### src/hdl/fhd_pkg.sv
// Package for the frame header deframer: header layout constants, register
// indexes, result kinds and the result word type shared by all modules.
// No dependencies.
package fhd_pkg;

    localparam int BYTE_W      = 8;
    localparam int WORD_W      = 32;
    localparam int KIND_W      = 2;
    localparam int CNT_W       = 4;
    localparam int CFG_IDX_W   = 2;
    localparam int CFG_DATA_W  = 32;

    localparam logic [CNT_W-1:0] POS_MAGIC_FIRST   = 4'd0;
    localparam logic [CNT_W-1:0] POS_MAGIC_LAST    = 4'd3;
    localparam logic [CNT_W-1:0] POS_VERSION       = 4'd4;
    localparam logic [CNT_W-1:0] POS_TYPE          = 4'd5;
    localparam logic [CNT_W-1:0] POS_REQUEST_FIRST = 4'd8;
    localparam logic [CNT_W-1:0] POS_REQUEST_LAST  = 4'd11;
    localparam logic [CNT_W-1:0] POS_LENGTH_FIRST  = 4'd12;
    localparam logic [CNT_W-1:0] POS_LENGTH_LAST   = 4'd15;

    localparam logic [WORD_W-1:0] RESET_MAGIC       = 32'd0;
    localparam logic [BYTE_W-1:0] RESET_MIN_VERSION = 8'd2;
    localparam logic [BYTE_W-1:0] RESET_MAX_VERSION = 8'd3;

    typedef enum logic [CFG_IDX_W-1:0] {
        CFG_MAGIC_WORD  = 2'd0,
        CFG_MIN_VERSION = 2'd1,
        CFG_MAX_VERSION = 2'd2
    } t_cfg_index;

    typedef enum logic [KIND_W-1:0] {
        KIND_HEADER  = 2'd0,
        KIND_PAYLOAD = 2'd1,
        KIND_ERROR   = 2'd2
    } t_item_kind;

    typedef struct packed {
        t_item_kind        item_kind;
        logic [BYTE_W-1:0] version;
        logic [BYTE_W-1:0] msg_type;
        logic [WORD_W-1:0] txn_id;
        logic [WORD_W-1:0] payload_length;
        logic [BYTE_W-1:0] payload_byte;
        logic              frame_last;
    } t_result;

    typedef struct packed {
        logic    valid;
        t_result result;
    } t_result_push;

endpackage

### src/hdl/fhd_ifs.sv
// Channel interfaces of the frame header deframer: input byte stream,
// result stream and configuration write channel. Depends on fhd_pkg.
interface fhd_byte_if;
    logic                      valid;
    logic                      ready;
    logic [fhd_pkg::BYTE_W-1:0] data_byte;

    modport source (output valid, output data_byte, input ready);
    modport sink (input valid, input data_byte, output ready);
endinterface

interface fhd_result_if;
    logic                       valid;
    logic                       ready;
    logic [fhd_pkg::KIND_W-1:0] item_kind;
    logic [fhd_pkg::BYTE_W-1:0] version;
    logic [fhd_pkg::BYTE_W-1:0] msg_type;
    logic [fhd_pkg::WORD_W-1:0] txn_id;
    logic [fhd_pkg::WORD_W-1:0] payload_length;
    logic [fhd_pkg::BYTE_W-1:0] payload_byte;
    logic                       frame_last;

    modport source (output valid, output item_kind, output version, output msg_type,
                    output txn_id, output payload_length, output payload_byte,
                    output frame_last, input ready);
    modport sink (input valid, input item_kind, input version, input msg_type,
                  input txn_id, input payload_length, input payload_byte,
                  input frame_last, output ready);
endinterface

interface fhd_cfg_if;
    logic                           valid;
    logic                           ready;
    logic [fhd_pkg::CFG_IDX_W-1:0]  index;
    logic [fhd_pkg::CFG_DATA_W-1:0] data;

    modport source (output valid, output index, output data, input ready);
    modport sink (input valid, input index, input data, output ready);
endinterface

### src/hdl/fhd_parse.sv
// Header parser: configuration registers, header collection state and the
// per-word result logic. Depends on fhd_pkg and fhd_ifs.
module fhd_parse (
    input  logic                  i_clk,
    input  logic                  i_rst_n,
    fhd_cfg_if.sink               i_cfg,
    fhd_byte_if.sink              i_in,
    input  logic                  i_space,
    output fhd_pkg::t_result_push o_push
);

    logic [fhd_pkg::WORD_W-1:0] r_magic_word;
    logic [fhd_pkg::BYTE_W-1:0] r_min_version;
    logic [fhd_pkg::BYTE_W-1:0] r_max_version;

    logic                       r_in_payload, n_in_payload;
    logic [fhd_pkg::CNT_W-1:0]  r_hdr_cnt, n_hdr_cnt;
    logic [fhd_pkg::WORD_W-1:0] r_magic, n_magic;
    logic [fhd_pkg::BYTE_W-1:0] r_version, n_version;
    logic [fhd_pkg::BYTE_W-1:0] r_type, n_type;
    logic [fhd_pkg::WORD_W-1:0] r_request, n_request;
    logic [fhd_pkg::WORD_W-1:0] r_length, n_length;
    logic [fhd_pkg::WORD_W-1:0] r_remaining, n_remaining;

    logic                       accept;
    logic                       good;
    logic [fhd_pkg::BYTE_W-1:0] b;

    assign i_cfg.ready = 1'b1;
    assign i_in.ready  = i_space;
    assign accept      = i_in.valid && i_space;
    assign b           = i_in.data_byte;

    always_ff @(posedge i_clk) begin
        if (!i_rst_n) begin
            r_magic_word  <= fhd_pkg::RESET_MAGIC;
            r_min_version <= fhd_pkg::RESET_MIN_VERSION;
            r_max_version <= fhd_pkg::RESET_MAX_VERSION;
        end else if (i_cfg.valid) begin
            case (i_cfg.index)
                fhd_pkg::CFG_MAGIC_WORD: begin
                    r_magic_word <= i_cfg.data;
                end
                fhd_pkg::CFG_MIN_VERSION: begin
                    r_min_version <= i_cfg.data[fhd_pkg::BYTE_W-1:0];
                end
                fhd_pkg::CFG_MAX_VERSION: begin
                    r_max_version <= i_cfg.data[fhd_pkg::BYTE_W-1:0];
                end
                default: begin
                end
            endcase
        end
    end

    always_comb begin
        n_in_payload = r_in_payload;
        n_hdr_cnt    = r_hdr_cnt;
        n_magic      = r_magic;
        n_version    = r_version;
        n_type       = r_type;
        n_request    = r_request;
        n_length     = r_length;
        n_remaining  = r_remaining;
        o_push       = '0;
        good         = 1'b0;
        if (accept) begin
            if (r_in_payload && (r_remaining != '0)) begin
                o_push.valid               = 1'b1;
                o_push.result.item_kind    = fhd_pkg::KIND_PAYLOAD;
                o_push.result.payload_byte = b;
                o_push.result.frame_last   = (r_remaining == 32'd1);
                n_remaining                = r_remaining - 32'd1;
                if (r_remaining == 32'd1) begin
                    n_in_payload = 1'b0;
                    n_hdr_cnt    = '0;
                end
            end else begin
                n_in_payload = 1'b0;
                case (r_hdr_cnt) inside
                    [fhd_pkg::POS_MAGIC_FIRST:fhd_pkg::POS_MAGIC_LAST]: begin
                        n_magic = {r_magic[fhd_pkg::WORD_W-fhd_pkg::BYTE_W-1:0], b};
                    end
                    fhd_pkg::POS_VERSION: begin
                        n_version = b;
                    end
                    fhd_pkg::POS_TYPE: begin
                        n_type = b;
                    end
                    [fhd_pkg::POS_REQUEST_FIRST:fhd_pkg::POS_REQUEST_LAST]: begin
                        n_request = {r_request[fhd_pkg::WORD_W-fhd_pkg::BYTE_W-1:0], b};
                    end
                    [fhd_pkg::POS_LENGTH_FIRST:fhd_pkg::POS_LENGTH_LAST]: begin
                        n_length = {r_length[fhd_pkg::WORD_W-fhd_pkg::BYTE_W-1:0], b};
                    end
                    default: begin
                    end
                endcase
                if (r_hdr_cnt != fhd_pkg::POS_LENGTH_LAST) begin
                    n_hdr_cnt = r_hdr_cnt + 4'd1;
                end else begin
                    n_hdr_cnt    = '0;
                    o_push.valid = 1'b1;
                    good = (r_magic == r_magic_word) && (r_version >= r_min_version)
                        && (r_version <= r_max_version);
                    if (!good) begin
                        o_push.result.item_kind  = fhd_pkg::KIND_ERROR;
                        o_push.result.frame_last = 1'b1;
                    end else begin
                        o_push.result.item_kind      = fhd_pkg::KIND_HEADER;
                        o_push.result.version        = r_version;
                        o_push.result.msg_type       = r_type;
                        o_push.result.txn_id         = r_request;
                        o_push.result.payload_length = n_length;
                        if (n_length == '0) begin
                            o_push.result.frame_last = 1'b1;
                        end else begin
                            n_in_payload = 1'b1;
                            n_remaining  = n_length;
                        end
                    end
                end
            end
        end
    end

    always_ff @(posedge i_clk) begin
        if (!i_rst_n) begin
            r_in_payload <= 1'b0;
            r_hdr_cnt    <= '0;
            r_remaining  <= '0;
        end else begin
            r_in_payload <= n_in_payload;
            r_hdr_cnt    <= n_hdr_cnt;
            r_remaining  <= n_remaining;
        end
    end

    always_ff @(posedge i_clk) begin
        r_magic   <= n_magic;
        r_version <= n_version;
        r_type    <= n_type;
        r_request <= n_request;
        r_length  <= n_length;
    end

endmodule

### src/hdl/fhd_skid.sv
// Result output stage: an output register with one skid entry behind it,
// so the input side never waits on the output handshake directly.
// Depends on fhd_pkg and fhd_ifs.
module fhd_skid (
    input  logic                  i_clk,
    input  logic                  i_rst_n,
    input  fhd_pkg::t_result_push i_push,
    output logic                  o_space,
    fhd_result_if.source          o_out
);

    logic             r_main_valid;
    logic             r_skid_valid;
    fhd_pkg::t_result r_main;
    fhd_pkg::t_result r_skid;
    logic             pop;

    assign pop     = r_main_valid && o_out.ready;
    assign o_space = !r_skid_valid;

    always_ff @(posedge i_clk) begin
        if (!i_rst_n) begin
            r_main_valid <= 1'b0;
            r_skid_valid <= 1'b0;
        end else if (r_skid_valid) begin
            if (pop) begin
                r_main       <= r_skid;
                r_skid_valid <= 1'b0;
            end
        end else if (i_push.valid) begin
            if (!r_main_valid || pop) begin
                r_main       <= i_push.result;
                r_main_valid <= 1'b1;
            end else begin
                r_skid       <= i_push.result;
                r_skid_valid <= 1'b1;
            end
        end else if (pop) begin
            r_main_valid <= 1'b0;
        end
    end

    assign o_out.valid          = r_main_valid;
    assign o_out.item_kind      = r_main.item_kind;
    assign o_out.version        = r_main.version;
    assign o_out.msg_type       = r_main.msg_type;
    assign o_out.txn_id         = r_main.txn_id;
    assign o_out.payload_length = r_main.payload_length;
    assign o_out.payload_byte   = r_main.payload_byte;
    assign o_out.frame_last     = r_main.frame_last;

endmodule

### src/hdl/frame_header_deframer_core.sv
// Top level of the frame header deframer: header parser and result stage.
// Depends on fhd_pkg, fhd_ifs, fhd_parse and fhd_skid.
//
//   Channel   Dir   Word carried
//   i_cfg     in    register index and 32-bit write data
//   i_in      in    one stream byte (data_byte)
//   o_out     out   one result (header, payload byte or error)
//
// One word is taken every cycle while ready on i_in is high; each result is
// registered in the output stage. Ready on i_in falls only while the
// output register and its skid entry both hold results that are not taken.
// Reset is synchronous and active low; it restores the register defaults
// and starts a new header. i_cfg is always ready.
module frame_header_deframer_core (
    input  logic         i_clk,
    input  logic         i_rst_n,
    fhd_cfg_if.sink      i_cfg,
    fhd_byte_if.sink     i_in,
    fhd_result_if.source o_out
);

    fhd_pkg::t_result_push push;
    logic                  space;

    fhd_parse u_parse (
        .i_clk   (i_clk),
        .i_rst_n (i_rst_n),
        .i_cfg   (i_cfg),
        .i_in    (i_in),
        .i_space (space),
        .o_push  (push)
    );

    fhd_skid u_skid (
        .i_clk   (i_clk),
        .i_rst_n (i_rst_n),
        .i_push  (push),
        .o_space (space),
        .o_out   (o_out)
    );

endmodule

### src/flat_wrapper.sv
// flat-port wrapper written by rule: the top's interface ports become plain ports
module frame_header_deframer_core_flat 
  (i_clk, i_rst_n, i_cfg_valid, i_cfg_index, i_cfg_data, i_cfg_ready, i_in_valid, i_in_data_byte, i_in_ready, o_out_valid, o_out_item_kind, o_out_version, o_out_msg_type, o_out_txn_id, o_out_payload_length, o_out_payload_byte, o_out_frame_last, o_out_ready);
  fhd_cfg_if i_cfg_i ();
  fhd_byte_if i_in_i ();
  fhd_result_if o_out_i ();
  input  logic i_clk;
  input  logic i_rst_n;
  input wire logic [$bits(i_cfg_i.valid)-1:0] i_cfg_valid;
  input wire logic [$bits(i_cfg_i.index)-1:0] i_cfg_index;
  input wire logic [$bits(i_cfg_i.data)-1:0] i_cfg_data;
  output wire logic [$bits(i_cfg_i.ready)-1:0] i_cfg_ready;
  input wire logic [$bits(i_in_i.valid)-1:0] i_in_valid;
  input wire logic [$bits(i_in_i.data_byte)-1:0] i_in_data_byte;
  output wire logic [$bits(i_in_i.ready)-1:0] i_in_ready;
  output wire logic [$bits(o_out_i.valid)-1:0] o_out_valid;
  output wire logic [$bits(o_out_i.item_kind)-1:0] o_out_item_kind;
  output wire logic [$bits(o_out_i.version)-1:0] o_out_version;
  output wire logic [$bits(o_out_i.msg_type)-1:0] o_out_msg_type;
  output wire logic [$bits(o_out_i.txn_id)-1:0] o_out_txn_id;
  output wire logic [$bits(o_out_i.payload_length)-1:0] o_out_payload_length;
  output wire logic [$bits(o_out_i.payload_byte)-1:0] o_out_payload_byte;
  output wire logic [$bits(o_out_i.frame_last)-1:0] o_out_frame_last;
  input wire logic [$bits(o_out_i.ready)-1:0] o_out_ready;
  assign i_cfg_i.valid = i_cfg_valid;
  assign i_cfg_i.index = i_cfg_index;
  assign i_cfg_i.data = i_cfg_data;
  assign i_cfg_ready = i_cfg_i.ready;
  assign i_in_i.valid = i_in_valid;
  assign i_in_i.data_byte = i_in_data_byte;
  assign i_in_ready = i_in_i.ready;
  assign o_out_valid = o_out_i.valid;
  assign o_out_item_kind = o_out_i.item_kind;
  assign o_out_version = o_out_i.version;
  assign o_out_msg_type = o_out_i.msg_type;
  assign o_out_txn_id = o_out_i.txn_id;
  assign o_out_payload_length = o_out_i.payload_length;
  assign o_out_payload_byte = o_out_i.payload_byte;
  assign o_out_frame_last = o_out_i.frame_last;
  assign o_out_i.ready = o_out_ready;
  frame_header_deframer_core u_core (.i_clk(i_clk), .i_rst_n(i_rst_n), .i_cfg(i_cfg_i), .i_in(i_in_i), .o_out(o_out_i));
endmodule
### config.mk
export PLATFORM = sky130hd
export DESIGN_NAME = frame_header_deframer_core_flat
export DESIGN_NICKNAME = d
export VERILOG_FILES = /design/src/hdl/fhd_pkg.sv /design/src/hdl/fhd_ifs.sv /design/src/hdl/fhd_parse.sv /design/src/hdl/fhd_skid.sv /design/src/hdl/frame_header_deframer_core.sv /design/src/flat_wrapper.sv
export SDC_FILE = /design/constraint.sdc
export NUM_CORES = 1
export LEC_CHECK = 0
export BUFFER_PORTS_ARGS = -buffer_cell sky130_fd_sc_hd__buf_2
export CORE_MARGIN = 3
export CORE_UTILIZATION = 50
export DETAILED_ROUTE_END_ITERATION = 10
export PLACE_DENSITY = 0.74
export SYNTH_ARGS = -nofsm -noshare
export SYNTH_HDL_FRONTEND = slang
export SYNTH_SLANG_ARGS = --single-unit
### constraint.sdc
create_clock -name i_clk -period 13.39 [get_ports i_clk]
set_input_delay 2.678 -clock i_clk [delete_from_list [all_inputs] [get_ports i_clk]]
set_output_delay 2.678 -clock i_clk [all_outputs]
set_load 0.05 [all_outputs]
; After elaboration in Yosys (flattened, before gate mapping)
; Index checks and enable logic that the tools add are counted.
[totals]
regBits = 381
in_bits = 47
out_inout_bits = 94
word_cells = 127
[classes]
n_addsub = 2
magnitude_cmp = 8
eq_ne = 12
n_mux = 41
bitwise_logic = 6
n_reduce_logical = 31
[op_table]
columns = op, count
row1 = $mux 91, 4
row2 = $mux 32, 11
row3 = $mux 80, 2
row4 = $mux 92, 1
row5 = $mux 83, 1
row6 = $eq 32x1->1 const B, 1
row7 = $eq 32x32->1, 1
row8 = $logic_not 32->1, 1
row9 = $reduce_bool 32->1, 1
row10 = $sub 32x1->32 const B, 1
row11 = $mux 1, 16
row12 = $reduce_and 4->1, 4
row13 = $mux 4, 3
row14 = $reduce_and 2->1, 5
row15 = $eq 4x3->1 const B, 2
row16 = $ge 4x4->1 const B, 2
row17 = $ge 8x8->1, 1
row18 = $le 4x4->1 const B, 2
row19 = $le 8x8->1, 1
row20 = $logic_and 1x1->1, 8
row21 = $mux 8, 1
row22 = $reduce_bool 2->1, 4
row23 = $ne 2x2->1 const B, 3
row24 = $not 1->1, 6
row25 = 15 further kinds, 18

; Depth between registers and ports, before layout
[depth]
word_depth = 18
depth_mapped = 11
depth_no_buf = 9

; Cells and area by module
; From an unflattened synthesis, not the netlist that was laid out.
[unflattened]
hier_cells = 1196
area_unflattened_um2 = 16061.7
[by_module_without_submodules]
columns = module, instances, cells_per_inst, area_per_inst_um2, seq_area_each_um2
row1 = fhd_parse, 1, 898, 9206.3, 5064.9
row2 = fhd_skid, 1, 298, 6855.3, 5505.3

; Least setup slack after synthesis
; Ideal clock, no wire load.
[synth_path]
path_type = input port to flip-flop
from = in i_rst_n
to = reg u_core.u_skid.r_skid[0] (netlist bit), enable pin
setup_time_ns = 0.796
arrival_time_ns = 12.452
required_time_ns = 12.594
slack_ns = 0.142
cell_stages = 4
path_buffers = 2
cell_sequence = inv_1 > clkbuf_1 > clkbuf_1 > nor4b_1
[synth_via]
elab_chain_len = 1
[synth_rtl]
columns = item, line
row1 = from (decl), flat_wrapper.sv:8  ; input logic i_rst_n;
row2 = $reduce_and 4->1 (no line), --
row3 = to (signal assigned), fhd_skid.sv:35  ; r_skid <= i_push.result;
row4 = to (decl), fhd_skid.sv:15  ; fhd_pkg::t_result r_skid;
; Every way passes these cells.
; A chain may end at the register's enable or synchronous reset.

; Final worst setup path
[layout_path]
from = in i_rst_n
to = reg u_core.u_skid.r_main (netlist bit u_core.u_skid.o_out.txn_id[0]), enable pin
[layout_via]
elab_chain_len = 1
[layout_rtl]
columns = item, line
row1 = $reduce_and 4->1 (no line), --
row2 = to (signal assigned), fhd_skid.sv:27  ; r_main <= r_skid;
row3 = to (signal assigned), fhd_skid.sv:32  ; r_main <= i_push.result;
row4 = to (decl), fhd_skid.sv:14  ; fhd_pkg::t_result r_main;
; Every way passes these cells.

==> impl_metrics.json <==
{
  "status": "complete, no violations",
  "clockBufferDepth": 3,
  "synth_cells": 1231,
  "post_cts_resized": 0,
  "grt_pass1_wl_um": 54800,
  "seq_area_frac_synth_pct": 67.4,
  "synth_seq_cells": 381,
  "multi_input_area_mm2": 0.00469,
  "p_leak_nw": 7.21,
  "syn_area_mm2": 0.0157,
  "max_cap_viol_count": 0,
  "initial_core_util_pct": 51.0,
  "layout_worst_path_cycle_share_pct": 37.5,
  "vias": 10200,
  "die_h_um": 183,
  "fmax_mhz": 199,
  "synth_nets": 1300,
  "required_ps": 13530,
  "grt_pass1_vias": 9722,
  "synthArstFlopShare_pct": 0,
  "vdd_drop_max_v": 0.0000711,
  "seqPwrFrac_pct": 53.4,
  "cts-root-buf": "clkbuf_16",
  "clk_pin_slew_worst_paths_ps": 60,
  "worst-slew-pin-transition_ps": 1170,
  "drt-wirelength-per-cell_um": 19.9,
  "p_int_mw": 1.92,
  "hpwlAfterDp_um": 23200,
  "setup_tns_ps": 0,
  "path_cells": "buf_2 -> o21ai_0 -> nor2_4 -> buf_4",
  "hp-class": "reg -> reg",
  "grt_max_degree": 96,
  "fp.dieArea_mm2": 0.0335,
  "fillers": 2442,
  "setup_slack_ps": 8370,
  "worst_setup_path_end_kind": "register",
  "cts-buffers-inserted": 39,
  "clockPowerShare_pct": 44.3,
  "drt_wl_total_um": 35500,
  "synth_cell_types": 67,
  "power_density_mw_per_mm2": 133,
  "finalHoldViolCount": 0,
  "cpMaxStageDelayCell": "nor2_4",
  "die_w_um": 183,
  "crit_type": "in -> reg",
  "n_antenna_cell": 0,
  "combPwrFrac_pct": 2.3,
  "drive_gt1_share_pct": 17.0,
  "synth_edf_count": 294,
  "finalSetupViolCount": 0,
  "cts_setup_buffers": 0,
  "critical_path.max_stage_delay_ps": 800,
  "fin_nets": 1430,
  "coreArea_mm2": 0.0307,
  "ctsHtreeMaxLevel": 2,
  "gp_congestion": 0.881,
  "cts_num_sinks": 381,
  "synthFlopType": "edfxtp_1",
  "cp.arrival_ps": 5160,
  "regArea_mm2": 0.0106,
  "tritoncts": "done",
  "syn_to_final_growth_pct": 14.7,
  "power_switching_mw": 0.486,
  "clock-skew-final_ps": 10.9,
  "first_pass_iters": 5,
  "rsz0062_at_grt": "no",
  "slew_viol_final": 0,
  "reg2reg_slack_ps": 9610,
  "layout_commonest_cell": "edfxtp_1",
  "final_cell_mix": "edfxtp_1 (294), buf_2 (139), nand2_1 (112)",
  "worstSkewPairLatency_ps": 520,
  "num_rows": 64,
  "grt_usage_pct": 20.6,
  "critPathMaxFanout": 63,
  "placed_area_mm2": 0.0167,
  "ant_nets": 0,
  "swShare_pct": 20.2,
  "io_pins": 141,
  "drcViolationCount": 0,
  "fin_area_mm2": 0.0180,
  "period_minus_slack_ps": 5020,
  "start_kind": "primary input",
  "yosysWarnings": 0,
  "cts_hold_buf": 0,
  "relSlewSlack_pct": 21.8,
  "numPortBuffers": 139,
  "antenna_found_initial": 0,
  "synth_area_per_cell_um2": 12.7,
  "drt_first_iter_violations": 975,
  "vias_per_cell": 5.72,
  "grt.overflow.total": 0,
  "dp_worst_setup_slack_ps": 7820
}
==> state kept, by name, indices dropped and copies added (netlist names), 32 cells and up <==
| signal | flops |
|---|---|
| u_core.u_parse.r_magic_word | 32 |
| u_core.u_parse.r_remaining | 32 |
| u_core.u_skid.o_out.payload_length | 32 |
| u_core.u_skid.o_out.txn_id | 32 |
| u_core.u_parse.r_magic | 32 |
| u_core.u_parse.r_length | 32 |
| u_core.u_parse.r_request | 32 |
| u_core.u_skid.r_skid | 91 |
==> cells by family after synthesis <==
group	Yosys count	share of synthesized area, %
simple gates	382	12.2
flops	381	67.4
compound gates	248	10.7
buf+inv	115	2.99
mux	48	3.13
xor+xnor	34	1.90
fa+ha+maj	22	1.75
other cells	1	0.0239
==> final timing paths <==
check / end / startpoint / depth (start not counted)
worst min register to register: u_core.u_parse.r_request[19] / u_core.u_parse.r_request[11] / 0
worst min-delay path: u_core.u_parse.r_request[19] / u_core.u_parse.r_request[11] / 0
worst max register to register: u_core.u_skid.o_out.txn_id[0] / u_core.u_parse.r_remaining[8] / 8
worst max-delay path: u_core.u_skid.o_out.txn_id[0] / i_rst_n / 4
==> cells in the mapped netlist, types with 20 or more instances <==
cell type	n	area (um2)
xor2_1	32	280
a21o_1	90	676
a21oi_1	82	410
ha_1	22	275
nor2_1	98	368
nor3_1	20	100
and2_1	58	363
clkbuf_1	40	150
nor4_1	20	125
inv_1	52	195
edfxtp_1	294	8830
nand2_1	112	420
mux2i_1	39	390
dfxtp_1	87	1740
==> per-layer routing <==
layer,up-vias,GRT usage (%),part of all wire [%]
met5,-,0,0
met4,0,5.00,1.8
met3,50,3.63,6.8
met2,371,32.9,47
met1,5038,29.8,44
li1,4767,-,-
==> metrics by stage <==
| step | power (mW) | util (%) | hold slack [ps] | instances |
|---|---|---|---|---|
| finish | 2.40 | 58.5 | 437 | 1788 |
| global route | 2.47 | 58.5 | 452 | 1788 |
| CTS | 2.42 | 58.5 | 436 | 1788 |
| detailed placement | 1.36 | 54.5 | 425 | 1716 |
| global placement | 1.36 | 54.5 | 421 | 1716 |
| floorplan | 1.34 | - | 417 | 1231 |
==> layout make-up <==
| type | count | share of cell area, % |
|---|---|---|
| clock buffer | 54 | 5.96 |
| clock inverter | 18 | 1.00 |
| inverter | 53 | 1.11 |
| multi-input combinational | 735 | 26.1 |
| sequential | 381 | 58.7 |
| tap | 396 | 2.75 |
| timing repair buffer | 151 | 4.37 |
==> power groups by stage <==
stage | Sequential, mW | Clock [mW] | Combinational, mW
6_report | 1.28 | 1.06 | 0.0554
5_1_grt | 1.28 | 1.13 | 0.0614
4_1_cts | 1.28 | 1.08 | 0.0555
3_5_place_dp | 1.31 | 0 | 0.0551
3_3_place_gp | 1.31 | 0 | 0.0540
2_1_floorplan | 1.31 | 0 | 0.0325
==> worst max-delay path: cells and delay by family <==
kind / cells / cell delay, ps
AOI/OAI and AO/OA: 1 / 310
buffers and inverters: 2 / 1290
and+or+nand+nor: 1 / 800
Power figures use the tool's default switching activity.
